--- config.mk ---
export PLATFORM = sky130hd
export DESIGN_NAME = trade_message_field_extractor
export DESIGN_NICKNAME = d
export VERILOG_FILES = /design/src/tmfe_pkg.sv /design/src/tmfe_decode.sv /design/src/trade_message_field_extractor.sv
export VERILOG_INCLUDE_DIRS = /design/src /design/src/src
export SDC_FILE = /design/constraint.sdc
export NUM_CORES = 2
export LEC_CHECK = 0
export ABC_CLOCK_PERIOD_IN_PS = 32400
export BUFFER_PORTS_ARGS = -buffer_cell sky130_fd_sc_hd__buf_2
export CAP_MARGIN = 20
export CORE_MARGIN = 1.5
export CORE_UTILIZATION = 60
export CTS_CLUSTER_DIAMETER = 50
export DETAILED_ROUTE_END_ITERATION = 8
export PLACE_DENSITY = 0.8
export SLEW_MARGIN = 20
export SYNTH_ARGS = -nofsm -noshare
export SYNTH_HDL_FRONTEND = slang
export SYNTH_SLANG_ARGS = --single-unit
--- constraint.sdc ---
create_clock -name clk_i -period 32.4 [get_ports clk_i]
set_input_delay 6.48 -clock clk_i [delete_from_list [all_inputs] [get_ports clk_i]]
set_output_delay 6.48 -clock clk_i [all_outputs]
set_load 0.01 [all_outputs]
--- src/assert_macros.svh ---
// assertion macros used by the trade message field extractor
// expects clk_i and rst_ni in the scope of each use
`ifndef ASSERT_MACROS_SVH
`define ASSERT_MACROS_SVH

// property that must hold at every clock edge out of reset
`define ASSERT_AT(lbl, prop, msg) \
  lbl: assert property (@(posedge clk_i) disable iff (!rst_ni) (prop)) else $error(msg);

// consequent that must hold in the cycle after the antecedent
`define ASSERT_NEXT(lbl, ante, cons, msg) \
  lbl: assert property (@(posedge clk_i) disable iff (!rst_ni) (ante) |=> (cons)) \
    else $error(msg);

`endif

--- src/tmfe_pkg.sv ---
// shared types, constants and field helpers for the trade message field extractor
// no dependencies
package tmfe_pkg;

  // longest message kept; later bytes of an overlong message are ignored
  localparam int MAX_MESSAGE_BYTES = 44;
  // bytes that the record fields reach into (offsets 0..43)
  localparam int FRAME_BYTES = 44;
  // bytes actually stored: the smaller of the two
  localparam int BUF_BYTES = (MAX_MESSAGE_BYTES < FRAME_BYTES) ? MAX_MESSAGE_BYTES
                                                               : FRAME_BYTES;
  localparam int POS_W = $clog2(BUF_BYTES + 1);
  localparam int IDX_W = $clog2(BUF_BYTES);

  localparam logic [7:0] CHAR_P     = 8'h50;
  localparam logic [7:0] CHAR_Q     = 8'h51;
  localparam logic [7:0] CHAR_B     = 8'h42;
  localparam logic [7:0] CHAR_SPACE = 8'h20;

  // config register select (paddr bit 3)
  typedef enum logic [0:0] {
    CFG_START_INDEX = 1'b0,
    CFG_END_INDEX   = 1'b1
  } cfg_reg_e;

  // one complete message, byte 0 is the type code
  typedef logic [FRAME_BYTES-1:0][7:0] frame_t;

  // one result beat
  typedef struct packed {
    logic        status;
    logic [7:0]  type_code;
    logic [15:0] locate_id;
    logic [15:0] track_id;
    logic [47:0] timestamp;
    logic [63:0] order_id;
    logic        buy_side;
    logic [63:0] share_count;
    logic [63:0] stock_name;
    logic [31:0] price_raw;
    logic [63:0] trade_id;
    logic [7:0]  cross_kind;
  } rec_t;

  // big-endian reads at fixed offsets
  function automatic logic [15:0] be16(frame_t f, int first);
    logic [15:0] v;
    v = '0;
    for (int i = 0; i < 2; i++) v = {v[7:0], f[first+i]};
    return v;
  endfunction

  function automatic logic [31:0] be32(frame_t f, int first);
    logic [31:0] v;
    v = '0;
    for (int i = 0; i < 4; i++) v = {v[23:0], f[first+i]};
    return v;
  endfunction

  function automatic logic [47:0] be48(frame_t f, int first);
    logic [47:0] v;
    v = '0;
    for (int i = 0; i < 6; i++) v = {v[39:0], f[first+i]};
    return v;
  endfunction

  function automatic logic [63:0] be64(frame_t f, int first);
    logic [63:0] v;
    v = '0;
    for (int i = 0; i < 8; i++) v = {v[55:0], f[first+i]};
    return v;
  endfunction

  // stock name with spaces squeezed out, packed from the top byte down
  function automatic logic [63:0] pack_name(frame_t f, int first);
    logic [7:0][7:0] v;
    logic [3:0]      k;
    v = '0;
    k = '0;
    for (int i = 0; i < 8; i++) begin
      if (f[first+i] != CHAR_SPACE) begin
        v[3'(4'd7 - k)] = f[first+i];
        k = k + 4'd1;
      end
    end
    return v;
  endfunction

endpackage

--- src/tmfe_decode.sv ---
// field extraction for one captured message frame
// depends on tmfe_pkg
module tmfe_decode (
  input  tmfe_pkg::frame_t frame_i,
  input  logic             finished_i,
  output tmfe_pkg::rec_t   rec_o
);
  import tmfe_pkg::*;

  // type-specific layout, finished beats carry zeros
  always_comb begin
    rec_o = '0;
    if (finished_i) begin
      rec_o.status = 1'b1;
    end else begin
      rec_o.type_code  = frame_i[0];
      rec_o.locate_id  = be16(frame_i, 1);
      rec_o.track_id   = be16(frame_i, 3);
      rec_o.timestamp  = be48(frame_i, 5);
      rec_o.cross_kind = CHAR_SPACE;
      priority if (frame_i[0] == CHAR_P) begin
        rec_o.order_id    = be64(frame_i, 11);
        rec_o.buy_side    = (frame_i[19] == CHAR_B);
        rec_o.share_count = {32'd0, be32(frame_i, 20)};
        rec_o.stock_name  = pack_name(frame_i, 24);
        rec_o.price_raw   = be32(frame_i, 32);
        rec_o.trade_id    = be64(frame_i, 36);
      end else if (frame_i[0] == CHAR_Q) begin
        rec_o.share_count = be64(frame_i, 11);
        rec_o.stock_name  = pack_name(frame_i, 19);
        rec_o.price_raw   = be32(frame_i, 27);
        rec_o.trade_id    = be64(frame_i, 31);
        rec_o.cross_kind  = frame_i[39];
      end else begin
        // broken trade: match number only
        rec_o.trade_id = be64(frame_i, 11);
      end
    end
  end

endmodule

--- src/trade_message_field_extractor.sv ---
// Trade message field extractor: takes one feed byte per beat and, at the last byte of a
// P, Q or B message, gives one record (or a finished status once the message count has
// passed end_index). A byte is accepted every cycle as long as results are taken; a result
// beat goes through frame capture, then field decode into the output register, after its
// message's last byte. Messages of other types, or counted before start_index, give nothing.
// depends on tmfe_pkg, tmfe_decode and assert_macros.svh
`include "assert_macros.svh"

module trade_message_field_extractor (
  input  logic        clk_i,
  input  logic        rst_ni,
  // apb config port
  input  logic        psel,
  input  logic        penable,
  input  logic        pwrite,
  input  logic [3:0]  paddr,
  input  logic [63:0] pwdata,
  output logic [63:0] prdata,
  output logic        pready,
  // byte input
  input  logic        in_valid_i,
  output logic        in_ready_o,
  input  logic [7:0]  data_byte_i,
  input  logic        last_byte_i,
  // result output
  output logic        out_valid_o,
  input  logic        out_ready_i,
  output logic        status_o,
  output logic [7:0]  type_code_o,
  output logic [15:0] locate_id_o,
  output logic [15:0] track_id_o,
  output logic [47:0] timestamp_o,
  output logic [63:0] order_id_o,
  output logic        buy_side_o,
  output logic [63:0] share_count_o,
  output logic [63:0] stock_name_o,
  output logic [31:0] price_raw_o,
  output logic [63:0] trade_id_o,
  output logic [7:0]  cross_kind_o
);
  import tmfe_pkg::*;

  logic [63:0]                 start_q, end_q;
  logic [63:0]                 count_q, count_d;
  logic [POS_W-1:0]            pos_q, pos_d;
  logic [BUF_BYTES-1:0][7:0]   msg_buf_q;
  frame_t                      frame_d, frame_q;
  logic                        fin_d, fin_q;
  logic                        s1_valid_q, s1_valid_d;
  logic                        out_valid_q, out_valid_d;
  rec_t                        rec_d, out_q;
  logic                        cfg_wr, accept, s2_ready, s1_adv, emit, msg_end;
  logic                        type_ok, below, above, out_kind_ok;
  cfg_reg_e                    cfg_sel;

  // config registers
  assign pready  = 1'b1;
  assign cfg_wr  = psel & penable & pwrite;
  assign cfg_sel = cfg_reg_e'(paddr[3]);

  always_ff @(posedge clk_i or negedge rst_ni) begin
    if (!rst_ni) begin
      start_q <= '0;
      end_q   <= '1;
    end else if (cfg_wr) begin
      unique case (cfg_sel)
        CFG_START_INDEX: start_q <= pwdata;
        CFG_END_INDEX:   end_q   <= pwdata;
        default: ;
      endcase
    end
  end

  always_comb begin
    unique case (cfg_sel)
      CFG_START_INDEX: prdata = start_q;
      CFG_END_INDEX:   prdata = end_q;
      default:         prdata = '0;
    endcase
  end

  // pipeline handshake
  assign s2_ready   = !out_valid_q || out_ready_i;
  assign s1_adv     = s1_valid_q && s2_ready;
  assign in_ready_o = !s1_valid_q || s2_ready;
  assign accept     = in_valid_i && in_ready_o;
  assign msg_end    = accept && last_byte_i;

  // merge stored bytes with the incoming one, unreceived bytes read as zero
  always_comb begin
    frame_d = '0;
    for (int i = 0; i < BUF_BYTES; i++) begin
      if (pos_q == POS_W'(i)) begin
        frame_d[i] = data_byte_i;
      end else if (pos_q > POS_W'(i)) begin
        frame_d[i] = msg_buf_q[i];
      end
    end
  end

  // message filter and counting window
  assign type_ok = (frame_d[0] == CHAR_P) || (frame_d[0] == CHAR_Q) ||
                   (frame_d[0] == CHAR_B);
  assign below   = count_q < start_q;
  assign above   = count_q > end_q;
  assign emit    = msg_end && type_ok && !below;
  assign fin_d   = above;

  always_comb begin
    count_d = count_q;
    if (msg_end && type_ok && (below || !above)) begin
      count_d = count_q + 64'd1;
    end
  end

  // byte position, saturates once the buffer is full
  always_comb begin
    pos_d = pos_q;
    if (accept) begin
      if (last_byte_i) begin
        pos_d = '0;
      end else if (pos_q < POS_W'(BUF_BYTES)) begin
        pos_d = pos_q + POS_W'(1);
      end
    end
  end

  // stage valids
  always_comb begin
    s1_valid_d = s1_valid_q;
    if (emit) begin
      s1_valid_d = 1'b1;
    end else if (s1_adv) begin
      s1_valid_d = 1'b0;
    end
    out_valid_d = out_valid_q;
    if (s1_adv) begin
      out_valid_d = 1'b1;
    end else if (out_ready_i) begin
      out_valid_d = 1'b0;
    end
  end

  always_ff @(posedge clk_i or negedge rst_ni) begin
    if (!rst_ni) begin
      count_q     <= '0;
      pos_q       <= '0;
      s1_valid_q  <= 1'b0;
      out_valid_q <= 1'b0;
    end else begin
      count_q     <= count_d;
      pos_q       <= pos_d;
      s1_valid_q  <= s1_valid_d;
      out_valid_q <= out_valid_d;
    end
  end

  // message byte store
  always_ff @(posedge clk_i) begin
    if (accept && !last_byte_i && (pos_q < POS_W'(BUF_BYTES))) begin
      msg_buf_q[pos_q[IDX_W-1:0]] <= data_byte_i;
    end
  end

  // frame capture
  always_ff @(posedge clk_i) begin
    if (emit) begin
      frame_q <= frame_d;
      fin_q   <= fin_d;
    end
  end

  // field decode
  tmfe_decode u_decode (
    .frame_i   (frame_q),
    .finished_i(fin_q),
    .rec_o     (rec_d)
  );

  // output register
  always_ff @(posedge clk_i) begin
    if (s1_adv) begin
      out_q <= rec_d;
    end
  end

  assign out_valid_o   = out_valid_q;
  assign status_o      = out_q.status;
  assign type_code_o   = out_q.type_code;
  assign locate_id_o   = out_q.locate_id;
  assign track_id_o    = out_q.track_id;
  assign timestamp_o   = out_q.timestamp;
  assign order_id_o    = out_q.order_id;
  assign buy_side_o    = out_q.buy_side;
  assign share_count_o = out_q.share_count;
  assign stock_name_o  = out_q.stock_name;
  assign price_raw_o   = out_q.price_raw;
  assign trade_id_o    = out_q.trade_id;
  assign cross_kind_o  = out_q.cross_kind;

  // record types that may leave the block
  assign out_kind_ok = (type_code_o == CHAR_P) || (type_code_o == CHAR_Q) ||
                       (type_code_o == CHAR_B);

  // checks
  `ASSERT_AT(a_pos_range, pos_q <= POS_W'(BUF_BYTES), "byte position past buffer")
  `ASSERT_NEXT(a_count_hold, !msg_end, $stable(count_q), "count moved mid-message")
  `ASSERT_AT(a_fin_zero, !(out_valid_o && status_o) || type_code_o == '0, "finished beat has data")
  `ASSERT_AT(a_rec_type, !(out_valid_o && !status_o) || out_kind_ok, "record with bad type")
  `ASSERT_AT(a_full_stall, !(s1_valid_q && !s2_ready) || !in_ready_o, "input taken while full")

endmodule
==> impl_metrics.ini <==
[floorplanning]
coreArea_mm2 = 0.102
fp.dieW_um = 325
start_util = 0.608
die_area_mm2 = 0.106
fp.dieH_um = 325
io-pin-count = 537
rows = 117

[grt]
overflow = 0
use_met3 = 0.0782
grt_max_degree = 193
top_usage_layer = met2
use_met1 = 0.504
grt_pass1_vias = 43130
grt_pass1_wl_mm = 292
antenna_found_initial = 13
met2_usage = 0.583
grtUsageTotal = 0.376

[synth]
synth_top_family_by_area = compound AO/OA/AOI/OAI gates
syn_avg_cell_area_um2 = 12.3
synth_seq_cells = 1291
synth.distinct_cells = 110
synth_edf_count = 1091
ys_warn_count = 0
synthAdderAreaFrac = 0.0294
synthXorXnorAreaFrac = 0.0143
synth-simple-area-share = 0.111
synthCells = 5075
synth_flop_cell = edfxtp_1
ys_seq_area_frac = 0.608
syn-cell-area_mm2 = 0.0622
synth_compound_area_frac = 0.148
synth_mux_area_frac = 0.0553
synth_async_sr_flop_share = 0.155
synth_nets = 5304

[sta]
min_period_ps = 14580
hold_ws_ps = 500
hold_viol = 0
relSlewSlack = 0.239
rsz0062_at_grt = no
finalMaxSlewViolations = 0
setup_slack_ps = 17820
fin_tns_setup_ps = 0
worstMarginPinSlew_ps = 1140
period_share = 0.450
setup_viol = 0
clock_skew_ps = 45.4
fmax_mhz = 68.6

[critical_path]
end_kind = output pin
start_kind = primary input
path_cells = buf_4, buf_4, o21ai_0, buf_2
cp_top_family = buffers and inverters
worstPathMaxFanout = 96
crit_required_ps = 25920
critPathMostFrequentCell = buf_4
critical_path_class = in2out
crit_buf_inv = 3
arrival_ps = 8100
cpMaxStageDelayCell = buf_4
slowest_delay_ps = 690

[detailed_routing]
routed_wl_mm = 202
first_pass_iters = 8
vias = 45709
wl_per_cell_um = 29.2
ant_nets = 0
viasPerCell = 6.59
drc_errors = 0
drtIter0Drc = 6078

[clock_tree]
ctsResizeCount = 0
root_buffer = clkbuf_16
cts_sinks = 1291
h-tree-depth = 4
cts_buffers = 136
postCtsHoldBufs = 0
post_cts_buffers = 0
cts_tree = yes
clkLatencyLatePin_ps = 780
cts_buffer_depth = 3
path_clk_slew_ps = 60

[placed_design]
dpl.hpwl_mm = 142
port_buffers = 532
dp_cells = 6676
pre_cts_ws_ps = 17840
gp_congestion = 1.04
placedInstanceArea_mm2 = 0.0658

[cells_and_area]
nNetsFinal = 5680
syn_to_final_growth_pct = 12.8
fin_cells = 6931
drive_above_1_share = 0.199
seqCellArea_mm2 = 0.0378
multiInputGateArea_mm2 = 0.0223
final_util = 0.686
final_area_mm2 = 0.0702
fillCellCount = 7111

[power]
p_int_mw = 2.76
switchingPower_mw = 0.844
switching_share = 0.234
pwr_density_cell_mw_per_mm2 = 51.4
clock_power_share = 0.416
p_leak_nw = 27.1
p_seq_frac = 0.518
peakVddDrop_uv = 58.2
combPwrFrac = 0.066
totalPowerFinal_mw = 3.61

[min_path]
min_path_type = reg2reg

[run_status]
status = complete, no violations

[flow_run]
drv_cap = 0
[power groups by stage]
stage	clock network (mW)	logic [mW]	registers (mW)
final	1.50	0.238	1.87
after global routing	1.58	0.259	1.87
after CTS	1.51	0.236	1.87
after global placement	0	0.225	1.90
after floorplan	0	0.144	1.89
after detailed placement	0	0.233	1.90
[flip-flops by register name (all words and copies together) (netlist names), 8 cells and up]
register       count
msg_buf_q        352
cross_kind_o       8
price_raw_o       32
type_code_o        8
start_q           64
order_id_o        64
track_id_o        16
trade_id_o        64
locate_id_o       16
count_q           64
share_count_o     64
timestamp_o       48
frame_q          352
stock_name_o      64
end_q             64
[cell type report]
cell class | instances | area share
clock buffers | 172 | 0.0511
multi-input cells | 3234 | 0.318
repair buffers | 603 | 0.0467
flip-flops and latches | 1291 | 0.539
diodes | 5 | 0.000178
inverters | 185 | 0.0101
clock inverters | 73 | 0.0102
well taps | 1368 | 0.0244
[per-layer routing]
layer / vias up / routed length (um)
li1: 19954 / -
met1: 22281 / 77000
met2: 2926 / 92700
met3: 534 / 21100
met4: 14 / 11600
met5: - / 100
[cell usage in the layout, fill, tap and decap left out, types with 70 or more instances in the layout]
cell type  synthesis  routed
a211oi_1         141     140
a21oi_1          122     121
a22o_1           295     295
a22oi_1           70      70
and2_1           134     132
buf_2             12     522
buf_4             11      75
clkbuf_16          0     137
dfrtp_1          136     136
edfxtp_1        1091    1091
ha_1             144     144
inv_1            180     179
mux2_2           160     160
mux2i_1          164     164
nand2_1          479     479
nand3_1           92      92
nor2_1           328     326
nor2b_1           98      97
o21ai_0          275     275
[path summary, 6_finish.rpt]
path,startpoint,endpoint,slack [ps],depth (start not counted)
worst min-delay path,s1_valid_q$_DFFE_PN0P_,out_valid_o$_DFFE_PN0P_,500,1
worst max register to register,frame_q[214]$_DFFE_PP_,stock_name_o[39]$_SDFFCE_PP0P_,23710,22
max in group asynchronous,rst_ni,start_q[54]$_DFFE_PN0P_,25390,2
worst max-delay path,paddr[3],prdata[32],17820,4
worst min register to register,s1_valid_q$_DFFE_PN0P_,out_valid_o$_DFFE_PN0P_,500,1
min in group asynchronous,rst_ni,start_q[23]$_DFFE_PN0P_,5810,1
[cell usage after synthesis, types with 70 or more instances]
library cell	n	area [um2]
o21ai_0	275	1380
a22o_1	295	2580
a21oi_1	122	611
a22oi_1	70	526
dfrtp_1	136	3400
nor2_1	328	1230
mux2_2	160	1800
nand2_1	479	1800
and2_1	134	838
edfxtp_1	1091	32800
a211oi_1	141	1060
inv_1	180	676
nor2b_1	98	613
ha_1	144	1800
mux2i_1	164	1640
nand3_1	92	460
clkbuf_1	307	1150
[logic make-up after synthesis]
| family | Yosys count |
|---|---|
| multiplexers | 324 |
| other | 1 |
| flip-flops | 1291 |
| AO/OA/AOI/OAI | 1262 |
| adder cells (fa/ha/maj) | 146 |
| AND/OR/NAND/NOR | 1418 |
| buffers and inverters | 550 |
| XOR/XNOR | 83 |
Power figures use the tool's default switching activity.
